File: config.mk
export PLATFORM = sky130hd
export DESIGN_NAME = multi_wildcard_stream_matcher
export DESIGN_NICKNAME = d
export VERILOG_FILES = /design/src/rtl/mwsm_pkg.sv /design/src/rtl/multi_wildcard_stream_matcher.sv
export SDC_FILE = /design/constraint.sdc
export NUM_CORES = 2
export LEC_CHECK = 0
export ABC_AREA = 1
export BUFFER_PORTS_ARGS = -buffer_cell sky130_fd_sc_hd__buf_2
export CORE_MARGIN = 2
export CORE_UTILIZATION = 58
export CTS_CLUSTER_DIAMETER = 30
export DETAILED_ROUTE_END_ITERATION = 8
export HOLD_SLACK_MARGIN = 0.05
export PLACE_DENSITY = 0.86
export SYNTH_ARGS = -nofsm -noshare
export SYNTH_HDL_FRONTEND = slang
export SYNTH_SLANG_ARGS = --single-unit
File: constraint.sdc
create_clock -name clk -period 15.6 [get_ports clk]
set_input_delay 4.68 -clock clk [delete_from_list [all_inputs] [get_ports clk]]
set_output_delay 4.68 -clock clk [all_outputs]
set_load 0.05 [all_outputs]
File: src/rtl/mwsm_pkg.sv
// Package for the multi-pattern wildcard stream matcher.
// Holds byte codes, register indexes and small helpers; no dependencies.
package mwsm_pkg;

  localparam int unsigned CFG_DATA_W  = 64;
  localparam int unsigned CFG_INDEX_W = 3;
  localparam int unsigned POS_W       = 4;
  localparam int unsigned COUNT_W     = 16;
  localparam int unsigned PCOUNT_W    = 3;
  localparam int unsigned PREG_COUNT  = 4;

  localparam logic [7:0] STAR_BYTE    = 8'h2A;
  localparam logic [7:0] ANY_BYTE     = 8'h3F;
  localparam logic [7:0] NEWLINE_BYTE = 8'h0A;
  localparam logic [7:0] LOWER_A      = 8'h61;
  localparam logic [7:0] LOWER_Z      = 8'h7A;
  localparam logic [7:0] CASE_OFFSET  = 8'h20;

  localparam logic [COUNT_W-1:0] COUNT_ONE = 16'd1;
  localparam logic [COUNT_W-1:0] COUNT_MAX = 16'hFFFF;

  typedef enum logic [CFG_INDEX_W-1:0] {
    REG_PATTERN_ZERO  = 3'd0,
    REG_PATTERN_ONE   = 3'd1,
    REG_PATTERN_TWO   = 3'd2,
    REG_PATTERN_THREE = 3'd3,
    REG_PATTERN_COUNT = 3'd4,
    REG_FOLD_CASE     = 3'd5
  } cfg_reg_t;

  function automatic logic [7:0] fold_byte(input logic [7:0] b, input logic fold);
    logic [7:0] r;
    r = b;
    if (fold && b >= LOWER_A && b <= LOWER_Z) r = b - CASE_OFFSET;
    return r;
  endfunction

  function automatic logic [COUNT_W-1:0] sat_inc(input logic [COUNT_W-1:0] v);
    logic [COUNT_W-1:0] r;
    r = v;
    if (v != COUNT_MAX) r = v + COUNT_ONE;
    return r;
  endfunction

endpackage

File: src/rtl/multi_wildcard_stream_matcher.sv
// Top level of the multi-pattern wildcard stream matcher.
// Depends on mwsm_pkg for byte codes, register indexes and helpers.
//
// Usage: text words enter on the s_ channel, one byte per word, with the
// file-start flag in s_tuser. Each word is first held in an input register;
// when the result register is free, all pattern matchers step in parallel in
// one pass and the set of completed patterns lands in it. The result register
// then sends one word per completed pattern on the m_ channel, lowest
// pattern index first, with m_tlast on the final one for that byte. A byte
// that completes nothing produces no output word.
// Throughput is one byte per cycle while the result register is free; a byte
// that completes k patterns holds the result register until its k words have
// drained, and input acceptance waits meanwhile. When the receiver stalls, the
// result register and then the input register fill and s_tready falls.
// Configuration writes (patterns, pattern count, case folding) take effect
// at once; the user must make them while the stream is idle; the block does not
// enforce it. Synchronous reset clears patterns and count, sets case folding,
// sets line and column to 1, empties both registers; no clearing pass is needed.
module multi_wildcard_stream_matcher
  import mwsm_pkg::*;
#(
  parameter int unsigned PATTERNS      = 4,
  parameter int unsigned PATTERN_BYTES = 8
) (
  input  logic                   clk,
  input  logic                   rst,
  // Input stream.
  input  logic                   s_tvalid,
  output logic                   s_tready,
  input  logic [7:0]             s_tdata,   // [7:0] text_byte
  input  logic [0:0]             s_tuser,   // [0] file_start
  // Result stream.
  output logic                   m_tvalid,
  input  logic                   m_tready,
  output logic [39:0]            m_tdata,   // [1:0] pattern_index, [17:2] match_line,
                                            // [33:18] match_column, [39:34] zero
  output logic                   m_tlast,   // last_of_run
  // Configuration write port.
  input  logic                   cfg_we,
  input  logic [CFG_INDEX_W-1:0] cfg_index,
  input  logic [CFG_DATA_W-1:0]  cfg_data
);

  localparam int unsigned SEL_W = (PATTERNS > 1) ? $clog2(PATTERNS) : 1;
  localparam int unsigned EFF_DEPTH = 32;

  // Configuration registers.
  logic [CFG_DATA_W-1:0] pat_reg [PREG_COUNT];
  logic [PCOUNT_W-1:0]   pattern_count;
  logic                  fold_case;

  // Input register.
  logic                  in_valid;
  logic [7:0]            in_byte;
  logic                  in_fs;

  // Scan state.
  logic [COUNT_W-1:0]    line_cnt;
  logic [COUNT_W-1:0]    col_cnt;
  logic [POS_W-1:0]      mpos  [PATTERNS];
  logic [COUNT_W-1:0]    sline [PATTERNS];
  logic [COUNT_W-1:0]    scol  [PATTERNS];

  logic [POS_W-1:0]      mpos_next  [PATTERNS];
  logic [COUNT_W-1:0]    sline_next [PATTERNS];
  logic [COUNT_W-1:0]    scol_next  [PATTERNS];
  logic [PATTERNS-1:0]   hit;
  logic [COUNT_W-1:0]    hit_line_next [PATTERNS];
  logic [COUNT_W-1:0]    hit_col_next  [PATTERNS];

  // Result register.
  logic [PATTERNS-1:0]   pend;
  logic [COUNT_W-1:0]    hit_line [PATTERNS];
  logic [COUNT_W-1:0]    hit_col  [PATTERNS];

  logic                  advance;
  logic                  res_free;
  logic                  take;
  logic [PATTERNS-1:0]   sel_onehot;
  logic [SEL_W-1:0]      sel;
  logic [PATTERNS-1:0]   rest;

  logic [7:0]            c;
  logic                  is_nl;
  logic [COUNT_W-1:0]    line_b;
  logic [COUNT_W-1:0]    col_b;
  logic [COUNT_W-1:0]    line_next;
  logic [COUNT_W-1:0]    col_next;

  // Configuration writes.
  always_ff @(posedge clk) begin
    if (rst) begin
      for (int i = 0; i < PREG_COUNT; i++) pat_reg[i] <= '0;
      pattern_count <= '0;
      fold_case     <= 1'b1;
    end else if (cfg_we) begin
      unique case (cfg_index)
        REG_PATTERN_ZERO:  pat_reg[0] <= cfg_data;
        REG_PATTERN_ONE:   pat_reg[1] <= cfg_data;
        REG_PATTERN_TWO:   pat_reg[2] <= cfg_data;
        REG_PATTERN_THREE: pat_reg[3] <= cfg_data;
        REG_PATTERN_COUNT: pattern_count <= cfg_data[PCOUNT_W-1:0];
        REG_FOLD_CASE:     fold_case <= cfg_data[0];
        default: ;
      endcase
    end
  end

  // Handshake. The input register moves on when the result register is
  // empty or is sending its last word in this cycle.
  assign m_tvalid = |pend;
  assign take     = m_tvalid && m_tready;
  assign res_free = !m_tvalid || (take && (rest == '0));
  assign advance  = in_valid && res_free;
  assign s_tready = !in_valid || advance;

  always_ff @(posedge clk) begin
    if (rst) begin
      in_valid <= 1'b0;
    end else if (s_tready) begin
      in_valid <= s_tvalid;
    end
  end

  always_ff @(posedge clk) begin
    if (s_tready && s_tvalid) begin
      in_byte <= s_tdata;
      in_fs   <= s_tuser[0];
    end
  end

  // Shared line and column logic. File start acts before the byte.
  always_comb begin
    c         = fold_byte(in_byte, fold_case);
    is_nl     = (c == NEWLINE_BYTE);
    line_b    = in_fs ? COUNT_ONE : line_cnt;
    col_b     = in_fs ? COUNT_ONE : col_cnt;
    line_next = is_nl ? sat_inc(line_b) : line_b;
    col_next  = is_nl ? COUNT_ONE : sat_inc(col_b);
  end

  // One matcher per pattern, all stepping on the same byte.
  for (genvar p = 0; p < PATTERNS; p++) begin : g_match
    logic [CFG_DATA_W-1:0] pat_w;
    logic                  en;
    logic [7:0]            eff [EFF_DEPTH];
    logic [4:0]            pe;
    logic [4:0]            np;
    logic [7:0]            v;
    logic [7:0]            nx;
    logic [7:0]            nv;
    logic [7:0]            nv2;
    logic                  adv;
    logic                  hold;
    logic                  done;
    logic [POS_W-1:0]      pos_b;
    logic [COUNT_W-1:0]    sl_b;
    logic [COUNT_W-1:0]    sc_b;
    logic [POS_W-1:0]      pos_o;
    logic [COUNT_W-1:0]    sl_o;
    logic [COUNT_W-1:0]    sc_o;

    if (p < PREG_COUNT) begin : g_reg
      assign pat_w = pat_reg[p];
    end else begin : g_noreg
      assign pat_w = '0;
    end

    assign en = ({2'b00, pattern_count} > 5'(p));

    // Effective pattern bytes: zero from the first zero byte onward.
    always_comb begin
      logic alive;
      alive = 1'b1;
      for (int k = 0; k < EFF_DEPTH; k++) eff[k] = 8'h00;
      for (int k = 0; k < PATTERN_BYTES; k++) begin
        alive  = alive && (pat_w[8*k +: 8] != 8'h00);
        eff[k] = alive ? pat_w[8*k +: 8] : 8'h00;
      end
    end

    always_comb begin
      pos_b = in_fs ? '0 : mpos[p];
      sl_b  = in_fs ? COUNT_ONE : sline[p];
      sc_b  = in_fs ? COUNT_ONE : scol[p];
      pe    = {1'b0, pos_b};
      v     = eff[pe];
      nx    = eff[pe + 5'd1];
      adv   = 1'b0;
      hold  = 1'b0;
      np    = pe;
      if (v == STAR_BYTE) begin
        // A star waits for the byte after it; no restart while waiting.
        if (nx == 8'h00 || nx != c) begin
          hold = 1'b1;
        end else begin
          adv = 1'b1;
          np  = pe + 5'd2;
        end
      end else if (v == ANY_BYTE || (v != 8'h00 && v == c)) begin
        adv = 1'b1;
        np  = pe + 5'd1;
      end
      nv   = eff[np];
      nv2  = eff[np + 5'd1];
      done = adv && (nv == 8'h00 || (nv == STAR_BYTE && nv2 == 8'h00));

      pos_o = pos_b;
      sl_o  = sl_b;
      sc_o  = sc_b;
      if (is_nl) begin
        pos_o = '0;
        sl_o  = line_next;
        sc_o  = col_next;
      end else if (en) begin
        if (adv && !done) begin
          pos_o = np[POS_W-1:0];
        end else if (!hold) begin
          // Mismatch or completion restarts the match at the next byte's column.
          pos_o = '0;
          sl_o  = line_next;
          sc_o  = col_next;
        end
      end
    end

    assign hit[p]           = !is_nl && en && done;
    assign hit_line_next[p] = sl_b;
    assign hit_col_next[p]  = sc_b - COUNT_ONE;
    assign mpos_next[p]     = pos_o;
    assign sline_next[p]    = sl_o;
    assign scol_next[p]     = sc_o;
  end

  // Scan state update.
  always_ff @(posedge clk) begin
    if (rst) begin
      line_cnt <= COUNT_ONE;
      col_cnt  <= COUNT_ONE;
      for (int i = 0; i < PATTERNS; i++) begin
        mpos[i]  <= '0;
        sline[i] <= COUNT_ONE;
        scol[i]  <= COUNT_ONE;
      end
    end else if (advance) begin
      line_cnt <= line_next;
      col_cnt  <= col_next;
      for (int i = 0; i < PATTERNS; i++) begin
        mpos[i]  <= mpos_next[i];
        sline[i] <= sline_next[i];
        scol[i]  <= scol_next[i];
      end
    end
  end

  // Result register: pending completions and their start positions.
  always_ff @(posedge clk) begin
    if (rst) begin
      pend <= '0;
    end else if (advance) begin
      pend <= hit;
    end else if (take) begin
      pend <= rest;
    end
  end

  always_ff @(posedge clk) begin
    if (advance) begin
      for (int i = 0; i < PATTERNS; i++) begin
        hit_line[i] <= hit_line_next[i];
        hit_col[i]  <= hit_col_next[i];
      end
    end
  end

  // Lowest pending pattern goes out first.
  always_comb begin
    sel_onehot = '0;
    sel        = '0;
    for (int i = PATTERNS - 1; i >= 0; i--) begin
      if (pend[i]) begin
        sel_onehot    = '0;
        sel_onehot[i] = 1'b1;
        sel           = SEL_W'(i);
      end
    end
    rest = pend & ~sel_onehot;
  end

  assign m_tdata = {6'b0, hit_col[sel], hit_line[sel], 2'(sel)};
  assign m_tlast = (rest == '0);

endmodule

=== After elaboration in Yosys (flattened, before gate mapping) ===
Memory sizes are Yosys's and may differ from the RTL's.
Index checks and enable logic that the tools add are counted.

* Bitwise gates (word level): 34
* Equal/unequal tests: 28
* Muxes and demuxes: 227
* Add/sub/neg operators: 19
* Reductions and logical operators: 133
* Order comparisons: 22

{| class="wikitable"
|+ Operators with widths
! operator !! number
|-
| two-way mux 16 bit || 54
|-
| binary-select mux 8 bit (select 5 bit) || 16
|-
| two-way mux 8 bit || 65
|-
| nonzero test 8 bit || 36
|-
| two-way mux 64 bit || 4
|-
| two-way mux 4 bit || 30
|-
| equality test 8 x 6 -> 1 bit (second input constant) || 12
|-
| >= comparator 6 bit (second input constant) || 16
|-
| zero test 8 bit || 12
|-
| inverter 5 -> 6 bit || 12
|-
| subtractor 16 x 1 -> 16 bit (second input constant) || 4
|-
| two-way mux 5 bit || 12
|-
| logical AND 1 bit || 58
|-
| two-way mux 1 bit || 42
|-
| adder 16 x 1 -> 16 bit (second input constant) || 2
|-
| equality test 8 bit || 4
|-
| != test 16 bit (second input constant) || 2
|-
| != test 8 bit || 4
|-
| inverter 4 -> 6 bit || 4
|-
| adder 4 x 1 -> 5 bit (second input constant) || 4
|-
| adder 4 x 2 -> 5 bit (second input constant) || 4
|-
| adder 5 x 1 -> 5 bit (second input constant) || 4
|-
| OR 1 bit || 16
|-
| logical OR 1 bit || 14
|-
| other kinds (18) || 32
|}

* Flip-flop bits (word level): 50
* Bits of input ports: 81
* Bits in writable memories: 528
* Memories: 6

{| class="wikitable"
|+ Memory list
! memory !! words !! width !! read ports !! clocked after Yosys merged registers in !! wr ports !! RTL line !! RTL
|-
| pat_reg || 4 || 64 || 4 || 0 || 4 || multi_wildcard_stream_matcher.sv:48 || <nowiki>logic [CFG_DATA_W-1:0] pat_reg [PREG_COUNT];</nowiki>
|-
| hit_col || 4 || 16 || 1 || 0 || 4 || multi_wildcard_stream_matcher.sv:74 || <nowiki>logic [COUNT_W-1:0] hit_col [PATTERNS];</nowiki>
|-
| hit_line || 4 || 16 || 1 || 0 || 4 || multi_wildcard_stream_matcher.sv:73 || <nowiki>logic [COUNT_W-1:0] hit_line [PATTERNS];</nowiki>
|-
| scol || 4 || 16 || 4 || 0 || 4 || multi_wildcard_stream_matcher.sv:62 || <nowiki>logic [COUNT_W-1:0] scol [PATTERNS];</nowiki>
|-
| sline || 4 || 16 || 4 || 0 || 4 || multi_wildcard_stream_matcher.sv:61 || <nowiki>logic [COUNT_W-1:0] sline [PATTERNS];</nowiki>
|-
| mpos || 4 || 4 || 4 || 0 || 4 || multi_wildcard_stream_matcher.sv:60 || <nowiki>logic [POS_W-1:0] mpos [PATTERNS];</nowiki>
|}

=== Logic depth before layout (Yosys ltp) ===
An unclocked memory read counts as a cell.

* Word-level depth: 33
* Mapped depth: 45
* Mapped depth without buffers: 42

=== Worst setup path after synthesis ===
OpenSTA, ideal clock, no wires.

* Path kind: input to register
* From: in m_tready
* To: mem mpos[0][0] (enable)
* Data required time: 15.035 ns
* Setup slack: 0.139 ns
* Setup time: 0.565 ns
* Arrival: 14.896 ns
* Stages on the path: 7
* Cell sequence: nand2_1 > nand2_1 > inv_1 > nor2_1 > nor2_1 > inv_1 > clkbuf_1

{| class="wikitable"
|+ RTL lines
! what !! RTL line !! RTL
|-
| start, declared || multi_wildcard_stream_matcher.sv:34 || <nowiki>input logic m_tready,</nowiki>
|-
| end, declared || multi_wildcard_stream_matcher.sv:60 ||
|}

=== Worst setup path after layout ===
* From: in m_tready
* To: out s_tready

* Longest elaborated chain between the ends: 5

{| class="wikitable"
|+ RTL lines
! what !! RTL line !! RTL
|-
| logical AND 1 bit || multi_wildcard_stream_matcher.sv:112 || <nowiki>assign take = m_tvalid && m_tready;</nowiki>
|-
| logical AND 1 bit || multi_wildcard_stream_matcher.sv:113 || <nowiki>assign res_free = !m_tvalid || (take && (rest == '0));</nowiki>
|-
| logical OR 1 bit || multi_wildcard_stream_matcher.sv:113 ||
|-
| logical AND 1 bit || multi_wildcard_stream_matcher.sv:114 || <nowiki>assign advance = in_valid && res_free;</nowiki>
|-
| logical OR 1 bit || multi_wildcard_stream_matcher.sv:115 || <nowiki>assign s_tready = !in_valid || advance;</nowiki>
|-
| end, declared || multi_wildcard_stream_matcher.sv:29 || <nowiki>output logic s_tready,</nowiki>
|}

No other way between the ends.

==> results.toml <==
[synth]
synth-edff-count = 537
yosysTopAreaCellShare_pct = 40.54
synthArstFlopShare_pct = 0
yosys_most_used_dff = "edfxtp_1"
synth_top_cell_by_area = "edfxtp_1"
synth-seq-cells = 578
netlist-cell-type-count = 54
postSynthCellCount = 5598
synthTopCellsByArea = "edfxtp_1 41%, nand2_1 15%, nor2_1 9.1%, nand3_1 6.2%, inv_1 5.4%"
synth-seq-area-share_pct = 42.61
syn-mean-instance-area_um2 = 7.105
yosys_warnings = 0
syn-cell-area_mm2 = 0.03977

[drt]
via_count = 39978
drt_iter0_markers = 5842
post-route-drc-count = 0
dr.pass1.iters = 8
final_antenna_net_count = 0
drt_wl_total_um = 148200
via_per_inst = 6.069
wl_per_cell_um = 22.50

[sta]
max_freq_mhz = 99.09
layout_setup_ws_ns = 5.508
period_share_pct = 64.69
maxSlewViolCount = 0
fin_crit_ns = 10.09
final_hold_viol_count = 0
setup_viol = 0
skew_ns = 0.09835
rsz0062_at_grt = "no"
slew_headroom_pct = 17.80
finalSetupTns_ns = 0
worst_pin_slew_ns = 1.233

[final_layout]
largest_reg_flops = 256
final_cell_area_mm2 = 0.04431
area_delta_synth_final_pct = 11.39
drive_gt1_share_pct = 8.995
mostFrequentLayoutCells = "1,537 x nand2_1, 953 x nor2_1, 570 x inv_1"
num-nets-final = 5709
fill_cells = 5867
layout_commonest_cell = "nand2_1"

[pwr]
leakage_nw = 20.42
powerDensity_mw_per_mm2 = 145.9
totalPowerFinal_w = 0.006466
ir_drop_mv = 0.1118

[clocking]
tritoncts = "done"
cts.sinks = 578
clock_latency_ns = 0.72
cts.repair_timing.setup_buffer_count = 0
cts_root_buf = "clkbuf_16"
numCtsBuffers = 112
ctsHoldBuffers = 0
clk_pin_slew_worst_paths_ns = 0.04
cts_buffer_depth = 3
cts-htree-levels = 3
cts_resized = 0

[setup_path]
crit_type = "input port to primary output"
startpoint_type = "input port"
crit_fanout = 3
worst_ep_arrival_time_ns = 5.41
end_kind = "primary output"
crit_required_ns = 10.92

[run_status]
status = "finished clean"

[floorplan]
fp.dieW_um = 265.9
core_area_mm2 = 0.06823
initial_core_util_pct = 58.30
pin_count = 124
placementRows = 96
design.die.area_mm2 = 0.07068
die_h_um = 265.9

[global_route]
grt_start_max_net_pins = 120
grt_pass1_wl_um = 219700
grt_usage_pct = 41.29
grt_remaining_overflow = 0
first_global_vias = 36752
antenna_found_initial = 2

[place]
hpwlAfterDp_um = 104700
dp_slack_ns = 5.528
placedInstanceArea_mm2 = 0.04050
gp_routability_congestion = 1.047
port-buffer-count = 117

[run]
drv_cap = 0

[worst_hold_path]
min_path_type = "register to register"
[worst paths after layout]
kind / end / startpoint / slack (ns) / cells after the start
worst max-delay path: s_tready / m_tready / 5.51 / 6
worst min-delay path: pattern_count[1] / pattern_count[1] / 0.44 / 2
worst max register to register: sline[1][10] / in_fs / 7.58 / 30
worst min register to register: pattern_count[1] / pattern_count[1] / 0.44 / 2
[per-stage QoR]
stage	hold slack (ns)	utilization (%)	instances
floorplan	0.4238	-	5603
global placement	0.4374	59.36	6377
detailed placement	0.4386	59.36	6377
CTS	0.4447	64.93	6585
global route	0.4839	64.93	6585
finish	0.4436	64.94	6587
[Yosys cell counts (23+ instances only)]
| library cell | number |
|---|---|
| edfxtp_1 | 537 |
| nand2_1 | 1541 |
| nor3_1 | 48 |
| nand4_1 | 110 |
| o21ai_1 | 73 |
| o22ai_1 | 61 |
| nand3_1 | 492 |
| inv_2 | 30 |
| nor2_1 | 959 |
| inv_1 | 571 |
| a21oi_1 | 264 |
| o211ai_1 | 51 |
| buf_4 | 41 |
| clkbuf_1 | 126 |
| o21ai_0 | 234 |
| dfxtp_1 | 41 |
| xor2_1 | 69 |
| buf_2 | 63 |
| nand2_2 | 34 |
| buf_6 | 23 |
[logic make-up after synthesis]
logic type                 count (synthesis)  synth area share, %
and+or+nand+nor                         3307                35.67
adders and majority gates                 19               0.5977
xor gates and xnor gates                  80                1.762
DFF                                      578                42.61
buffers and inverters                    888                9.400
AOI/OAI and AO/OA                        725                9.953
other                                      1             0.009428
[final cells by class]
| type | instances | area, um^2 | area share, % |
|---|---|---|---|
| Multi-Input combinational cell | 4137 | 19190 | 43.31 |
| Sequential cell | 578 | 16950 | 38.25 |
| Clock buffer | 134 | 2915 | 6.580 |
| Inverter | 616 | 2320 | 5.236 |
| Tap cell | 882 | 1104 | 2.491 |
| Timing Repair Buffer | 164 | 938.4 | 2.118 |
| Clock inverter | 74 | 888.4 | 2.005 |
| Antenna cell | 2 | 5.005 | 0.01130 |
[per-layer routing]
metal	vias up	global-route usage [%]	wire, um
met5	-	0	0
met4	0	28.06	11620
met2	2683	64.82	66080
met1	18262	50.96	52550
li1	18445	-	-
met3	588	9.335	17930
[critical path, cell delays in order]
cell and delay [ns]:
buf_2 0.10, nand2_1 0.06, nand2_1 0.10, inv_1 0.08
nand2_1 0.12, buf_2 0.28
[power breakdown]
group	total [W]	internal, W	switching [W]
Sequential	0.00202	0.00193	0.0000901
Clock	0.00239	0.00153	0.000864
Combinational	0.00206	0.000482	0.00158
Total	0.00647	0.00393	0.00253
No activity file was read; power rests on OpenSTA's default activity.
